## config.mk

```make
export PLATFORM = sky130hd
export DESIGN_NAME = frx_param_mem
export DESIGN_NICKNAME = d
export VERILOG_FILES = /design/src/design/frx_pkg.sv /design/src/design/frx_param_mem.sv
export SDC_FILE = /design/constraint.sdc
export NUM_CORES = 2
export LEC_CHECK = 0
export BUFFER_PORTS_ARGS = -buffer_cell sky130_fd_sc_hd__buf_4
export CORE_MARGIN = 2
export CORE_UTILIZATION = 35
export DETAILED_ROUTE_END_ITERATION = 12
export SKIP_CTS_REPAIR_TIMING = 1
export SYNTH_ARGS = -nofsm -noshare
export SYNTH_HDL_FRONTEND = slang
export SYNTH_SLANG_ARGS = --single-unit
```

## constraint.sdc

```tcl
create_clock -name clk -period 4.85 [get_ports clk]
set_input_delay 1.455 -clock clk [delete_from_list [all_inputs] [get_ports clk]]
set_output_delay 1.455 -clock clk [all_outputs]
set_load 0.01 [all_outputs]
```

## src/design/frx_pkg.sv

```systemverilog
package frx_pkg;

  // input item kinds
  localparam logic [1:0] CMD_BYTE = 2'd0;
  localparam logic [1:0] CMD_TICK = 2'd1;
  localparam logic [1:0] CMD_READ = 2'd2;
  localparam logic [1:0] CMD_NOP  = 2'd3;

  // result events
  localparam logic [3:0] EV_NONE    = 4'd0;
  localparam logic [3:0] EV_POLL    = 4'd1;
  localparam logic [3:0] EV_ACCEPT  = 4'd2;
  localparam logic [3:0] EV_BAD_ETX = 4'd3;
  localparam logic [3:0] EV_BAD_SUM = 4'd4;
  localparam logic [3:0] EV_TOO_LONG = 4'd5;
  localparam logic [3:0] EV_SHORT   = 4'd6;
  localparam logic [3:0] EV_TIMEOUT = 4'd7;
  localparam logic [3:0] EV_READ    = 4'd8;

  // configuration register indexes
  localparam logic REG_IDLE_LIMIT  = 1'b0;
  localparam logic REG_PARAM_LIMIT = 1'b1;

  // control characters
  localparam logic [7:0] CH_STX = 8'h02;
  localparam logic [7:0] CH_ETX = 8'h03;
  localparam logic [7:0] CH_ENQ = 8'h05;
  localparam logic [7:0] CH_ACK = 8'h06;
  localparam logic [7:0] CH_NAK = 8'h15;
  localparam logic [7:0] CMD_DOUBLE_ACK = 8'h53;

  localparam logic [15:0] IDLE_LIMIT_RST  = 16'd5000;
  localparam logic [7:0]  PARAM_LIMIT_RST = 8'd220;
  localparam logic [8:0]  MIN_FRAME = 9'd8;
  localparam logic [8:0]  PARAM_START = 9'd6;

  typedef struct packed {
    logic [3:0] event_res;
    logic [1:0] reply_count;
    logic [7:0] reply_byte;
    logic [7:0] frame_command;
    logic [7:0] param_count;
  } res_t;

  typedef struct packed {
    logic       we;
    logic [7:0] wdata;
    logic       re;
  } mem_ctrl_t;

endpackage

```

## src/design/frx_param_mem.sv

```systemverilog
module frx_param_mem #(
  parameter int DEPTH = 512,
  parameter int AW    = 9
) (
  input  logic              clk,
  input  frx_pkg::mem_ctrl_t ctrl,
  input  logic [AW-1:0]     waddr,
  input  logic [AW-1:0]     raddr,
  output logic [7:0]        rdata
);
  import frx_pkg::*;

  logic [7:0] mem [DEPTH];

  always_ff @(posedge clk) begin
    if (ctrl.we) begin
      mem[waddr] <= ctrl.wdata;
    end
    if (ctrl.re) begin
      rdata <= mem[raddr];
    end
  end

endmodule

```

==> flow_metrics.env <==
export IMPL_routed_wl_um=427000
export IMPL_fin_skew_ps=64.4
export IMPL_seqPwrFrac_pct=52.6
export IMPL_start_util_pct=35.1
export IMPL_drv_cap=0
export IMPL_critPathKind="in -> reg"
export IMPL_p_clk_share_pct=42.4
export IMPL_power_mw=74.3
export IMPL_syn_cell_area_um2=160000
export IMPL_synthCells=8030
export IMPL_p_sw_share_pct=21.6
export IMPL_cp_arrival_ps=5330
export IMPL_pwr_share_comb_pct=5.0
export IMPL_synth_edff_count=4104
export IMPL_required_ps=5660
export IMPL_drv_slew=0
export IMPL_startpoint_type="input pin"
export IMPL_antenna_found_initial=21
export IMPL_place_gp_congestion=0.877
export IMPL_p_leak_nw=58.1
export IMPL_vias=82600
export IMPL_synth_area_leaders="edfxtp_1 77%, mux4_2 9.2%, mux2i_1 5.0%"
export IMPL_yosys_warnings=0
export IMPL_syn_area_per_cell_um2=19.9
export IMPL_vdd_drop_max_mv=0.305
export IMPL_grt_overflow=0
export IMPL_die_area_um2=463000
export IMPL_clk_latency_ps=1010
export IMPL_core_um2=456000
export IMPL_drtIter0Drc=11000
export IMPL_hpwl_um=268000
export IMPL_syn_nets=8059
export IMPL_worst_slew_pin_slew_ps=1390
export IMPL_wl_per_cell_um=28.7
export IMPL_hold_class="in -> reg"
export IMPL_ys_ff_latch=4104
export IMPL_drc=0
export IMPL_cp_max_fo=19
export IMPL_p_int_mw=58.2
export IMPL_finalCriticalPeriod_ps=4520
export IMPL_relSlewSlack_pct=6.44
export IMPL_clk_pin_slew_worst_paths_ps=60
export IMPL_ant_nets=0
export IMPL_boundaryPins=37
export IMPL_fmax_mhz=221
export IMPL_cts_htree_levels=5
export IMPL_yosysSeqAreaShare_pct=77.0
export IMPL_rsz0062_at_grt="false"
export IMPL_grt_first_pass_wirelength_um=610000
export IMPL_rows=248
export IMPL_synthArstFlopShare_pct=0
export IMPL_synth_area_leader_cell="edfxtp_1"
export IMPL_status="completed"
export IMPL_nets=8532
export IMPL_place_ws_ps=-493
export IMPL_grt_max_degree=159
export IMPL_portBuffers=36
export IMPL_cts_tree="done"
export IMPL_power_density_nw_per_um2=404
export IMPL_final_setup_viol_count=0
export IMPL_root_buffer="clkbuf_16"
export IMPL_hold_viol_final=0
export IMPL_grt_total_usage_pct=18.0
export IMPL_grt_pass1_vias=82700
export IMPL_setup_ws_ps=334
export IMPL_netlist_area_leader_share_pct=77.0
export IMPL_drive_gt1_share_pct=20.8
export IMPL_switching_power_mw=16.1
export IMPL_routed_via_density=5.56
export IMPL_cts_sinks=4104
export IMPL_crit_path_end_kind="flop"
export IMPL_synthFlopType="edfxtp_1"
export IMPL_yosysUniqueCellTypes=50
export IMPL_die_w_um=680
export IMPL_cts_buffer_depth=4
export IMPL_cts_made_buffers=414
export IMPL_drt_pass1_iter_count=8
export IMPL_synthToLayoutAreaGrowth_pct=14.9
export IMPL_finalCritPeriodShare_pct=93.1
export IMPL_die_h_um=680
[critical path, stage by stage]
cell and delay (ps):
buf_8 140, or2_4 370, buf_12 220, buf_12 210
buf_4 210, o221ai_1 250, a21oi_1 110, o21ai_0 490
nand3_1 200, o21ai_0 1100, buf_4 260, o2111a_1 190
[sequential cells by signal, indices dropped and copies added (netlist names)]
signal	count
mem	4096
rdata	8
[final timing paths]
path | start | endpoint | slack (ps) | cells after the start
hold / removal | ctrl[0] | rdata[4]$_DFFE_PP_ | 880 | 1
hold reg to reg | mem[487][5]$_DFFE_PP_ | rdata[5]$_DFFE_PP_ | 1320 | 6
setup reg to reg | mem[346][6]$_DFFE_PP_ | rdata[6]$_DFFE_PP_ | 1610 | 8
setup / recovery | raddr[1] | rdata[6]$_DFFE_PP_ | 330 | 12
[layout make-up]
type	count	area [µm²]
Clock buffer	495	10800
Clock inverter	274	2590
Fill cell	39700	272000
Antenna cell	10	25.0
Timing Repair Buffer	570	5700
Tap cell	6000	7510
Inverter	3	18.8
Multi-Input combinational cell	3410	34000
Sequential cell	4104	123000
[synthesized netlist by cell type (70+ instances only)]
library cell and count:
o21ai_0 118, nor3_1 109, mux2i_1 797, mux4_2 654, a21oi_1 194, o22ai_1 163, o221ai_1 371, edfxtp_1 4104
clkbuf_1 265, nand2_1 111, nor2_1 597, buf_4 70
[stage by stage]
stage	area, µm²	std cells	setup TNS (ps)	hold WS [ps]	utilization, %
6_report	184000	14900	0	881	40.3
5_1_grt	184000	14900	0	839	40.3
4_1_cts	184000	14900	0	805	40.3
3_5_place_dp	170000	14100	-1340	1350	37.4
3_3_place_gp	170000	14100	-1380	1330	37.4
2_1_floorplan	160000	8030	0	1010	-
[kinds of logic (layout without fill, tap and decap cells)]
group | after synthesis | in the layout | synth area share (%)
other cells | 0 | 10 | 0
mux | 1451 | 1451 | 14.2
flops | 4104 | 4104 | 77.0
simple gates | 980 | 980 | 2.63
compound gates | 979 | 979 | 4.31
buf+inv | 516 | 1342 | 1.85
[layer usage]
layer | global-route usage, % | share of wire (%)
met1 | 24.7 | 41
met5 | 0 | 0.0084
met2 | 29.9 | 49
met3 | 2.83 | 7.7
met4 | 4.86 | 2.8
[power groups by stage]
stage                     combinational, mW  sequential (mW)  clock (mW)
after floorplan                        1.86             39.8           0
after global placement                 3.68             39.8           0
after detailed placement               3.74             39.8           0
after CTS                              3.74             39.1        31.9
after global routing                   3.90             39.1        33.3
final                                  3.73             39.1        31.5
[layout by cell type (no fill, tap or decap), types with 5 or more instances in the layout]
cell type	netlist	routed
nor2_1	597	596
mux4_2	654	654
o41ai_1	7	7
o311ai_0	5	5
nand2_4	0	12
o21ai_0	118	118
edfxtp_1	4104	4104
nand2_1	111	97
bufinv_16	0	38
clkinvlp_4	0	15
a21oi_1	194	194
buf_12	5	106
nor3_1	109	108
mux2i_1	797	797
o31ai_1	13	13
nand3_1	36	32
o2111a_1	8	8
diode_2	0	10
o22ai_1	163	163
a22o_1	5	5
and2_1	20	19
nor3b_1	8	7
clkbuf_16	0	419
o221ai_1	371	371
a22oi_1	61	61
clkinv_2	0	78
buf_4	70	452
clkinv_8	0	6
clkbuf_1	265	76
or3_1	6	6
buf_8	11	10
clkinv_1	0	109
inv_6	0	11
nand4_1	32	32
nor4_1	36	36
a211oi_1	17	17
clkinv_16	0	7
clkinv_4	0	6
(Power assumes the default switching activity.)
