## src/design/frx_pkg.sv

```systemverilog
package frx_pkg;

  // input item kinds
  localparam logic [1:0] CMD_BYTE = 2'd0;
  localparam logic [1:0] CMD_TICK = 2'd1;
  localparam logic [1:0] CMD_READ = 2'd2;
  localparam logic [1:0] CMD_NOP  = 2'd3;

  // result events
  localparam logic [3:0] EV_NONE    = 4'd0;
  localparam logic [3:0] EV_POLL    = 4'd1;
  localparam logic [3:0] EV_ACCEPT  = 4'd2;
  localparam logic [3:0] EV_BAD_ETX = 4'd3;
  localparam logic [3:0] EV_BAD_SUM = 4'd4;
  localparam logic [3:0] EV_TOO_LONG = 4'd5;
  localparam logic [3:0] EV_SHORT   = 4'd6;
  localparam logic [3:0] EV_TIMEOUT = 4'd7;
  localparam logic [3:0] EV_READ    = 4'd8;

  // configuration register indexes
  localparam logic REG_IDLE_LIMIT  = 1'b0;
  localparam logic REG_PARAM_LIMIT = 1'b1;

  // control characters
  localparam logic [7:0] CH_STX = 8'h02;
  localparam logic [7:0] CH_ETX = 8'h03;
  localparam logic [7:0] CH_ENQ = 8'h05;
  localparam logic [7:0] CH_ACK = 8'h06;
  localparam logic [7:0] CH_NAK = 8'h15;
  localparam logic [7:0] CMD_DOUBLE_ACK = 8'h53;

  localparam logic [15:0] IDLE_LIMIT_RST  = 16'd5000;
  localparam logic [7:0]  PARAM_LIMIT_RST = 8'd220;
  localparam logic [8:0]  MIN_FRAME = 9'd8;
  localparam logic [8:0]  PARAM_START = 9'd6;

  typedef struct packed {
    logic [3:0] event_res;
    logic [1:0] reply_count;
    logic [7:0] reply_byte;
    logic [7:0] frame_command;
    logic [7:0] param_count;
  } res_t;

  typedef struct packed {
    logic       we;
    logic [7:0] wdata;
    logic       re;
  } mem_ctrl_t;

endpackage

```

## src/design/frx_parser.sv

```systemverilog
module frx_parser #(
  parameter int BANK_DEPTH = 256,
  parameter int AW = 9
) (
  input  logic               clk,
  input  logic               rst_n,
  input  logic               cfg_wr_en,
  input  logic               cfg_addr,
  input  logic [15:0]        cfg_wdata,
  input  logic               in_acc,
  input  logic [1:0]         command,
  input  logic [7:0]         rx_byte,
  input  logic [7:0]         param_index,
  output frx_pkg::res_t      res,
  output logic               rd_ok,
  output frx_pkg::mem_ctrl_t mem_ctrl,
  output logic [AW-1:0]      waddr,
  output logic [AW-1:0]      raddr
);
  import frx_pkg::*;

  localparam int OW = $clog2(BANK_DEPTH);
  localparam logic [AW-1:0] BANK1_BASE = AW'(BANK_DEPTH);
  localparam logic [8:0] BANK_LIMIT = 9'(BANK_DEPTH);

  logic [15:0] idle_limit_r;
  logic [7:0]  param_limit_r;
  logic [8:0]  pos_r, pos_nxt;
  logic [7:0]  len_r, len_nxt;
  logic [7:0]  xor_r, xor_nxt;
  logic [7:0]  pcmd_r, pcmd_nxt;
  logic        etx_ok_r, etx_ok_nxt;
  logic        bank_r, bank_nxt;
  logic [7:0]  acc_cmd_r, acc_cmd_nxt;
  logic [7:0]  acc_cnt_r, acc_cnt_nxt;
  logic [15:0] idle_r, idle_nxt;

  logic [7:0]  len_v;
  logic [8:0]  pos_inc;
  logic [8:0]  woff;
  logic [15:0] idle_inc;
  logic [3:0]  ev;
  logic [1:0]  nrep;
  logic [7:0]  reply;
  logic        wr_ok;

  assign woff = pos_r - PARAM_START;
  assign idle_inc = (idle_r != 16'hFFFF) ? idle_r + 16'd1 : idle_r;
  assign wr_ok = (pos_r >= PARAM_START) && (pos_r < {1'b0, len_r}) && (woff < BANK_LIMIT);

  // parameters go to the bank that is not being read
  assign waddr = bank_r ? AW'(woff[OW-1:0]) : BANK1_BASE + AW'(woff[OW-1:0]);
  assign raddr = bank_r ? BANK1_BASE + AW'(param_index[OW-1:0])
                        : AW'(param_index[OW-1:0]);

  always_comb begin
    pos_nxt     = pos_r;
    len_nxt     = len_r;
    xor_nxt     = xor_r;
    pcmd_nxt    = pcmd_r;
    etx_ok_nxt  = etx_ok_r;
    bank_nxt    = bank_r;
    acc_cmd_nxt = acc_cmd_r;
    acc_cnt_nxt = acc_cnt_r;
    idle_nxt    = idle_r;
    ev          = EV_NONE;
    nrep        = 2'd0;
    reply       = 8'h00;
    len_v       = len_r;
    pos_inc     = pos_r + 9'd1;
    mem_ctrl    = '{we: 1'b0, wdata: rx_byte, re: 1'b0};
    rd_ok       = 1'b0;
    if (in_acc) begin
      unique case (command)
        CMD_BYTE: begin
          idle_nxt = 16'd0;
          if (pos_r == 9'd0) begin
            if (rx_byte == CH_ENQ) begin
              ev = EV_POLL;
            end else if (rx_byte == CH_STX) begin
              pos_nxt    = 9'd1;
              etx_ok_nxt = 1'b0;
              xor_nxt    = 8'h00;
            end
          end else begin
            if (pos_r == 9'd1) begin
              len_nxt = rx_byte;
              xor_nxt = rx_byte;
              len_v   = rx_byte;
            end else begin
              if (pos_r == 9'd2) begin
                pcmd_nxt = rx_byte;
              end
              if (pos_r <= {1'b0, len_r}) begin
                xor_nxt = xor_r ^ rx_byte;
              end
              if (pos_r == {1'b0, len_r}) begin
                etx_ok_nxt = (rx_byte == CH_ETX);
              end
              mem_ctrl.we = wr_ok;
            end
            // the byte after the ETX position carries the checksum
            if (pos_inc == {1'b0, len_v} + 9'd2) begin
              pos_nxt = 9'd0;
              if (pos_inc < MIN_FRAME) begin
                ev = EV_SHORT;
              end else if (!etx_ok_nxt) begin
                ev = EV_BAD_ETX;
                nrep = 2'd1;
                reply = CH_NAK;
              end else if (xor_nxt != rx_byte) begin
                ev = EV_BAD_SUM;
                nrep = 2'd1;
                reply = CH_NAK;
              end else if (len_v - 8'd6 > param_limit_r) begin
                ev = EV_TOO_LONG;
                nrep = 2'd1;
                reply = CH_NAK;
              end else begin
                ev = EV_ACCEPT;
                acc_cmd_nxt = pcmd_nxt;
                acc_cnt_nxt = len_v - 8'd6;
                bank_nxt = ~bank_r;
                nrep = (pcmd_nxt == CMD_DOUBLE_ACK) ? 2'd2 : 2'd1;
                reply = CH_ACK;
              end
            end else begin
              pos_nxt = pos_inc;
            end
          end
        end
        CMD_TICK: begin
          if (pos_r != 9'd0) begin
            if (idle_inc >= idle_limit_r) begin
              pos_nxt  = 9'd0;
              idle_nxt = 16'd0;
              ev = EV_TIMEOUT;
            end else begin
              idle_nxt = idle_inc;
            end
          end
        end
        CMD_READ: begin
          ev = EV_READ;
          mem_ctrl.re = 1'b1;
          rd_ok = (param_index < acc_cnt_r) && ({1'b0, param_index} < BANK_LIMIT);
        end
        CMD_NOP: begin
          ev = EV_NONE;
        end
        default: begin
          ev = EV_NONE;
        end
      endcase
    end
    res = '{event_res: ev, reply_count: nrep, reply_byte: reply,
            frame_command: acc_cmd_nxt, param_count: acc_cnt_nxt};
  end

  always_ff @(posedge clk) begin
    if (!rst_n) begin
      idle_limit_r  <= IDLE_LIMIT_RST;
      param_limit_r <= PARAM_LIMIT_RST;
      pos_r     <= 9'd0;
      len_r     <= 8'd0;
      xor_r     <= 8'd0;
      pcmd_r    <= 8'd0;
      etx_ok_r  <= 1'b0;
      bank_r    <= 1'b0;
      acc_cmd_r <= 8'd0;
      acc_cnt_r <= 8'd0;
      idle_r    <= 16'd0;
    end else begin
      if (cfg_wr_en) begin
        unique case (cfg_addr)
          REG_IDLE_LIMIT:  idle_limit_r  <= cfg_wdata;
          REG_PARAM_LIMIT: param_limit_r <= cfg_wdata[7:0];
          default: ;
        endcase
      end
      pos_r     <= pos_nxt;
      len_r     <= len_nxt;
      xor_r     <= xor_nxt;
      pcmd_r    <= pcmd_nxt;
      etx_ok_r  <= etx_ok_nxt;
      bank_r    <= bank_nxt;
      acc_cmd_r <= acc_cmd_nxt;
      acc_cnt_r <= acc_cnt_nxt;
      idle_r    <= idle_nxt;
    end
  end

endmodule

```

## config.mk

```make
export PLATFORM = sky130hd
export DESIGN_NAME = frx_parser
export DESIGN_NICKNAME = d
export VERILOG_FILES = /design/src/design/frx_pkg.sv /design/src/design/frx_parser.sv
export SDC_FILE = /design/constraint.sdc
export NUM_CORES = 1
export LEC_CHECK = 0
export BUFFER_PORTS_ARGS = -buffer_cell sky130_fd_sc_hd__buf_2
export CORE_MARGIN = 2
export CORE_UTILIZATION = 60
export DETAILED_ROUTE_END_ITERATION = 8
export PLACE_DENSITY = 0.83
export SETUP_SLACK_MARGIN = 0.15
export SYNTH_ARGS = -nofsm -noshare
export SYNTH_HDL_FRONTEND = slang
export SYNTH_SLANG_ARGS = --single-unit
```

## constraint.sdc

```tcl
create_clock -name clk -period 14.7 [get_ports clk]
set_clock_uncertainty 0.1 [all_clocks]
set_input_delay 0.735 -clock clk [delete_from_list [all_inputs] [get_ports clk]]
set_output_delay 0.735 -clock clk [all_outputs]
set_load 0.02 [all_outputs]
```

==> summary.txt, run 1 <==
Run status
  – Status: finished clean

Synth
  – Synthesized cell area: 7051 um^2
  – Main flop type after synthesis: dfxtp_1
  – Asr flop ratio synth: 0%
  – EDFF count, synth: 0
  – Post-synth cell types: 76
  – Post-synthesis sequential area ratio: 25.84%
  – Mapped Cells: 930
  – Average size of a mapped cell: 7.581 um^2
  – Synth Warn #: 0
  – Post-synthesis register bit count: 91

Clock tree
  – CTS Buffer Depth: 2
  – Clock buffer count from CTS: 9
  – Sink Count: 91
  – Total setup buffers inserted after CTS: 0
  – Post_cts resized: 0
  – Htree depth: 3
  – Clk_lat worst skew: 0.35 ns
  – Clock Pin Slew Worst Setup and Hold Paths: 0.07 ns
  – Root Buffer: clkbuf_16
  – # hold bufs at CTS: 0
  – CTS tree: built

GRT
  – Largest net degree at the start of global routing: 53
  – Overflow after GRT: 0
  – First-pass GRT wire length: 29.90 mm
  – Vias in the first global route: 6238
  – Initial antenna violation count: 0
  – All-Layer GR Usage: 29.31%

Worst setup path
  – Critical path class: reg -> out
  – Crit-path max cell delay: 0.59 ns
  – Slowest CP cell: a2111oi_0
  – Worst path arrival time: 6.32 ns
  – Crit start category: flip-flop
  – CP max FO: 25
  – Worst setup EP type: primary output
  – Worst path cell trace: inv_1 -> ha_1 -> or4b_4 -> nor2_8 -> a21oi_1 -> inv_1 -> ha_1 -> inv_1 -> xnor2_4 -> ha_1 -> a21o_1 -> a21oi_1 -> a21oi_1 -> a2111oi_0 -> o32ai_1 -> a211oi_2 -> nand2_1 -> nor2_8 -> mux2_2 -> buf_2
  – Critical Path RT: 13.86 ns

Hold path
  – Min-delay worst type: reg -> reg

Pwr
  – Leakage: 3.240 nW
  – Pwr Total: 0.5580 mW
  – PwrDens: 73.09 nW/um^2
  – Worst vdd ir: 0.06814 mV

Timing
  – Max-slew violations: 0
  – Relative slew margins: 38.91%
  – Unrepaired setup endpoints after global routing: false
  – Crit share post-route: 48.67%
  – Fin. Hold Viols: 0
  – Final period demand of the worst path: 7.154 ns
  – Actual slew at the worst max-slew pin: 0.9163 ns
  – Fmax: 139.8 MHz
  – Final setup viols: 0
  – Fin Setup TNS: 0 ns

Routing
  – Post-DRT Antenna Nets: 0
  – DR pass1 iterations: 8
  – Drt via density: 6.070
  – Wire per inst: 16.63 um
  – DR vias: 6768
  – Final WL: 18.54 mm
  – Initial DRC count: 630
  – DR DRC count: 0

Floorplanning
  – I/O pins: 98
  – Core area: 11470 um^2
  – Die W: 112.4 um
  – DIE AREA: 12630 um^2
  – Starting Density: 61.48%
  – Row Count: 39
  – Die span in y: 112.4 um

Run
  – Max-cap violations: 0

Cells and area
  – NumNets Final: 1051
  – Final non-filler cell total: 1115
  – Most frequent cells in the layout: nand2_1, buf_2, dfxtp_1, a21oi_1, inv_1
  – Commonest non-fill, non-tap cell in the layout: nand2_1
  – Area added between synthesis and finish: 8.287%
  – Layout cells sized above 1: 16.37%

Place
  – Routability cong.: 0.9932
  – Inst Count DP: 1098
  – Hpwl dp: 13.49 mm
  – IO buf count: 93
[synth_stat cells, types with 4 or more instances]
cell,count,area share (%)
inv_1,57,3.0
o22ai_1,4,0.35
nand2_1,144,7.7
or3_1,5,0.44
a31oi_1,9,0.80
mux2i_1,17,2.4
xnor2_1,18,2.2
clkbuf_1,37,2.0
nor4_1,5,0.44
and3_1,12,1.1
o21ai_0,48,3.4
nand4_1,6,0.53
o211ai_1,11,1.2
buf_6,5,0.80
ha_1,46,8.2
mux2_2,15,2.4
dfxtp_1,91,26
buf_2,6,0.43
a211oi_1,9,0.96
nor2b_1,14,1.2
or2_2,10,0.89
and2_1,23,2.0
a21o_1,17,1.8
buf_4,25,2.7
nand2b_1,7,0.62
nor3_1,22,1.6
a22oi_1,9,0.96
nand3_1,39,2.8
a21oi_1,76,5.4
xor2_1,11,1.4
mux2_4,7,1.5
o21a_1,7,0.75
nor2_1,50,2.7
and4_1,4,0.50
[state kept, by name, summed over array words and instances, names as in the netlist]
register / count
acc_cmd_r: 8
acc_cnt_r: 8
bank_r: 1
etx_ok_r: 1
idle_limit_r: 16
idle_r: 16
len_r: 8
param_limit_r: 8
pcmd_r: 8
pos_r: 9
xor_r: 8
[worst max-delay path, delay by kind of cell, from the launching register on]
family	cells	cell delay (ns)
xor gates and xnor gates	1	0.28
adders and majority gates	3	0.84
muxes	1	0.39
DFF	1	0.40
buffers and inverters	4	0.62
AOI/OAI and AO/OA	7	1.82
and+or+nand+nor	4	1.61
[stage by stage]
stage / util (%) / area (um^2) / worst slack, ns / hold slack (ns)
floorplan: - / 7062 / 8.765 / 0.3322
detailed placement: 63.70 / 7305 / 8.054 / 0.3522
global placement: 63.70 / 7305 / 8.237 / 0.3418
global route: 66.56 / 7632 / 7.121 / 0.3741
CTS: 66.56 / 7632 / 7.631 / 0.3615
finish: 66.58 / 7635 / 7.546 / 0.3585
[kinds of logic after synthesis]
kind of cell	after synthesis	share of synthesized area (%)
AOI/OAI and AO/OA	223	19.98
xor gates and xnor gates	30	3.993
adders and majority gates	46	8.163
buffers and inverters	133	9.210
DFF	91	25.84
muxes	40	6.495
other	1	0.05319
and+or+nand+nor	366	26.26
[layer usage]
metal,routed length (um),up-vias,part of all wire [%],global-route usage [%]
met5,0,-,0,0
met4,973,0,5.2,18.21
met3,1241,86,6.7,5.076
met2,8705,290,47,47.15
met1,7619,3087,41,36.57
li1,-,3305,-,-
[report_power, final]
group / internal, mW / switching (mW)
Sequential: 0.250 / 0.00142
Combinational: 0.0160 / 0.0323
Clock: 0.155 / 0.104
[worst paths after layout]
path,cells past startpoint,to,from,slack (ns)
min,2,acc_cmd_r[3],acc_cmd_r[3],0.36
max reg2reg,19,acc_cmd_r[2],pos_r[1],8.87
max,20,res[7],pos_r[1],7.55
min reg2reg,2,acc_cmd_r[3],acc_cmd_r[3],0.36
[layout make-up]
cell class / count / area [um^2]
well taps: 143 / 178.9
fillers: 999 / 3832
clock buffers: 11 / 242.7
diodes: 1 / 2.502
repair buffers: 97 / 495.5
multi-input cells: 709 / 4591
inverters: 58 / 217.7
clock inverters: 5 / 85.08
flip-flops and latches: 91 / 1822
Power figures use the tool's default switching activity.
==> run 2: changes to the inputs <==
- CORE_UTILIZATION: 60 -> 53
- PLACE_DENSITY: 0.83 -> 0.77
- clock period: 14.7 -> 5.76 ns (I/O delays scaled with it)
==> run 2 against run 1 <==
Final area up 2.9%. Clock-buffer cell count unchanged. Sequential power rose to 2.6 times the previous value. Via count up 0.25%.
==> summary.txt, run 2 (same netlist as run 1, synthesis figures left out) <==
Worst setup path
  – Worst path arrival time: 4.92 ns
  – Crit-path leading delay family: compound AO/OA/AOI/OAI gates
  – Crit. path cell count: 22
  – Worst Setup EP: res[8]
  – Crit-path max cell delay: 0.53 ns
  – Worst reg-to-reg path cell count: 20
  – Worst setup EP type: primary output
  – CP max FO: 10
  – Critical path class: reg -> out
  – R2R setup slack: 1.15 ns
  – Crit path from: pos_r[1]
  – Critical Path RT: 5.37 ns
  – Worst path cell trace: inv_1 -> ha_1 -> or4b_4 -> nor2_8 -> a21oi_2 -> inv_1 -> ha_1 -> inv_1 -> xnor2_4 -> ha_1 -> a21o_1 -> a21oi_1 -> a21oi_1 -> a2111oi_2 -> o32ai_2 -> a211oi_2 -> buf_4 -> nand2_4 -> nor2_8 -> buf_12 -> mux2_2 -> buf_2
  – Slowest CP cell: or4b_4
  – WP buf/inv: 6
  – RR Startpoint: pos_r[1]
  – FF-to-FF End: acc_cmd_r[7]
  – Crit start category: flip-flop

Clock tree
  – Root Buffer: clkbuf_16
  – Htree depth: 3
  – Sink Count: 91
  – Clk_lat worst skew: 0.36 ns
  – Clock buffer count from CTS: 9
  – CTS tree: built
  – CTS Buffer Depth: 2
  – Clock Pin Slew Worst Setup and Hold Paths: 0.07 ns
  – # hold bufs at CTS: 0

Cells and area
  – Seq. cell area: 1822 um^2
  – Antenna Cells: 0
  – Post-route design area: 7859 um^2
  – Most frequent cells in the layout: nand2_1, buf_2, dfxtp_1, a21oi_1, inv_1
  – Final non-filler cell total: 1172
  – Util after Layout: 59.82%
  – Area added between synthesis and finish: 11.46%
  – Biggest regs: idle_limit_r x16, idle_r x16, pos_r x9
  – NumNets Final: 1076
  – Fill cells: 1229
  – Layout cells sized above 1: 18.88%
  – Commonest non-fill, non-tap cell in the layout: nand2_1
  – Area taken by multi-input logic gates: 4638 um^2

Place
  – Hpwl dp: 14.06 mm
  – Routability cong.: 0.9380
  – IO buf count: 93
  – Post-DP Area: 7466 um^2
  – Inst Count DP: 1147
  – Setup WS pre-CTS: -0.1289 ns

Run
  – Max-cap violations: 0

Floorplanning
  – DIE AREA: 14240 um^2
  – I/O pins: 98
  – Row Count: 42
  – Die span in y: 119.3 um
  – Die W: 119.3 um
  – Starting Density: 53.67%
  – Core area: 13140 um^2

GRT
  – All-Layer GR Usage: 27.76%
  – First-pass GRT wire length: 31.52 mm
  – Initial antenna violation count: 0
  – Largest net degree at the start of global routing: 52
  – Vias in the first global route: 6382
  – Overflow after GRT: 0

Routing
  – DR pass1 iterations: 6
  – Final WL: 19.32 mm
  – Wire per inst: 16.49 um
  – Drt via density: 5.789
  – Post-DRT Antenna Nets: 0
  – DR DRC count: 0
  – DR vias: 6785
  – Initial DRC count: 562

Timing
  – Crit share post-route: 92.15%
  – Fmax: 188.4 MHz
  – Max-slew violations: 0
  – Actual slew at the worst max-slew pin: 0.7690 ns
  – Unrepaired setup endpoints after global routing: false
  – PnR worst setup slack: 0.4523 ns
  – Fin. Hold Viols: 0
  – Relative slew margins: 48.73%
  – Fin Setup TNS: 0 ns
  – Final setup viols: 0
  – Hold WS: 0.04870 ns
  – Final period demand of the worst path: 5.308 ns

Hold path
  – Min-delay worst type: in -> reg

Run status
  – Status: finished clean

Pwr
  – Leakage: 3.360 nW
  – PwrDens: 169.7 nW/um^2
  – Worst vdd ir: 0.2557 mV
  – Pwr Total: 1.334 mW
run 2: report_power, final:
| part | total (mW) | internal, mW | switching [mW] |
|---|---|---|---|
| clock network | 0.566 | 0.306 | 0.260 |
| logic | 0.126 | 0.0424 | 0.0839 |
| registers | 0.641 | 0.638 | 0.00342 |
| total | 1.33 | 0.986 | 0.348 |
run 2: metal layers:
layer	routed length, um	part of all wire [%]	global-route usage, %
met2	9347	48	47.13
met5	0	0	0
met4	708	3.7	11.99
met3	1451	7.5	7.232
met1	7816	40	33.10
run 2: worst min path at each step:
stage	cells after the start	slack, ns	startpoint	to
after floorplan	2	0.32	cfg_wdata[10]	idle_limit_r[10]
after global placement	2	0.34	acc_cmd_r[4]	acc_cmd_r[4]
after detailed placement	2	0.35	acc_cmd_r[4]	acc_cmd_r[4]
after CTS	3	0.05	cfg_wdata[12]	idle_limit_r[12]
after global routing	3	0.06	cfg_wdata[9]	idle_limit_r[9]
final	3	0.05	cfg_wdata[12]	idle_limit_r[12]
run 2: worst min-delay path, stage by stage:
cell	delay, ns
buf_2	0.07
nand2_1	0.04
o211ai_1	0.07
run 2: what timing repair did:
| action | 4_1_cts | 5_1_grt |
|---|---|---|
| gates cloned | 2 | 0 |
| resized for setup | 4 | 2 |
| setup buffers | 3 | 4 |
| setup endpoints to repair | 17 | 17 |
| pin swaps | 3 | 3 |
run 2: cell type report:
cell class	count	area share [%]
multi-input combinational	711	59.02
clock buffer	11	3.089
timing repair buffer	120	8.661
sequential	91	23.18
clock inverter	5	0.4776
tap	176	2.802
inverter	58	2.770
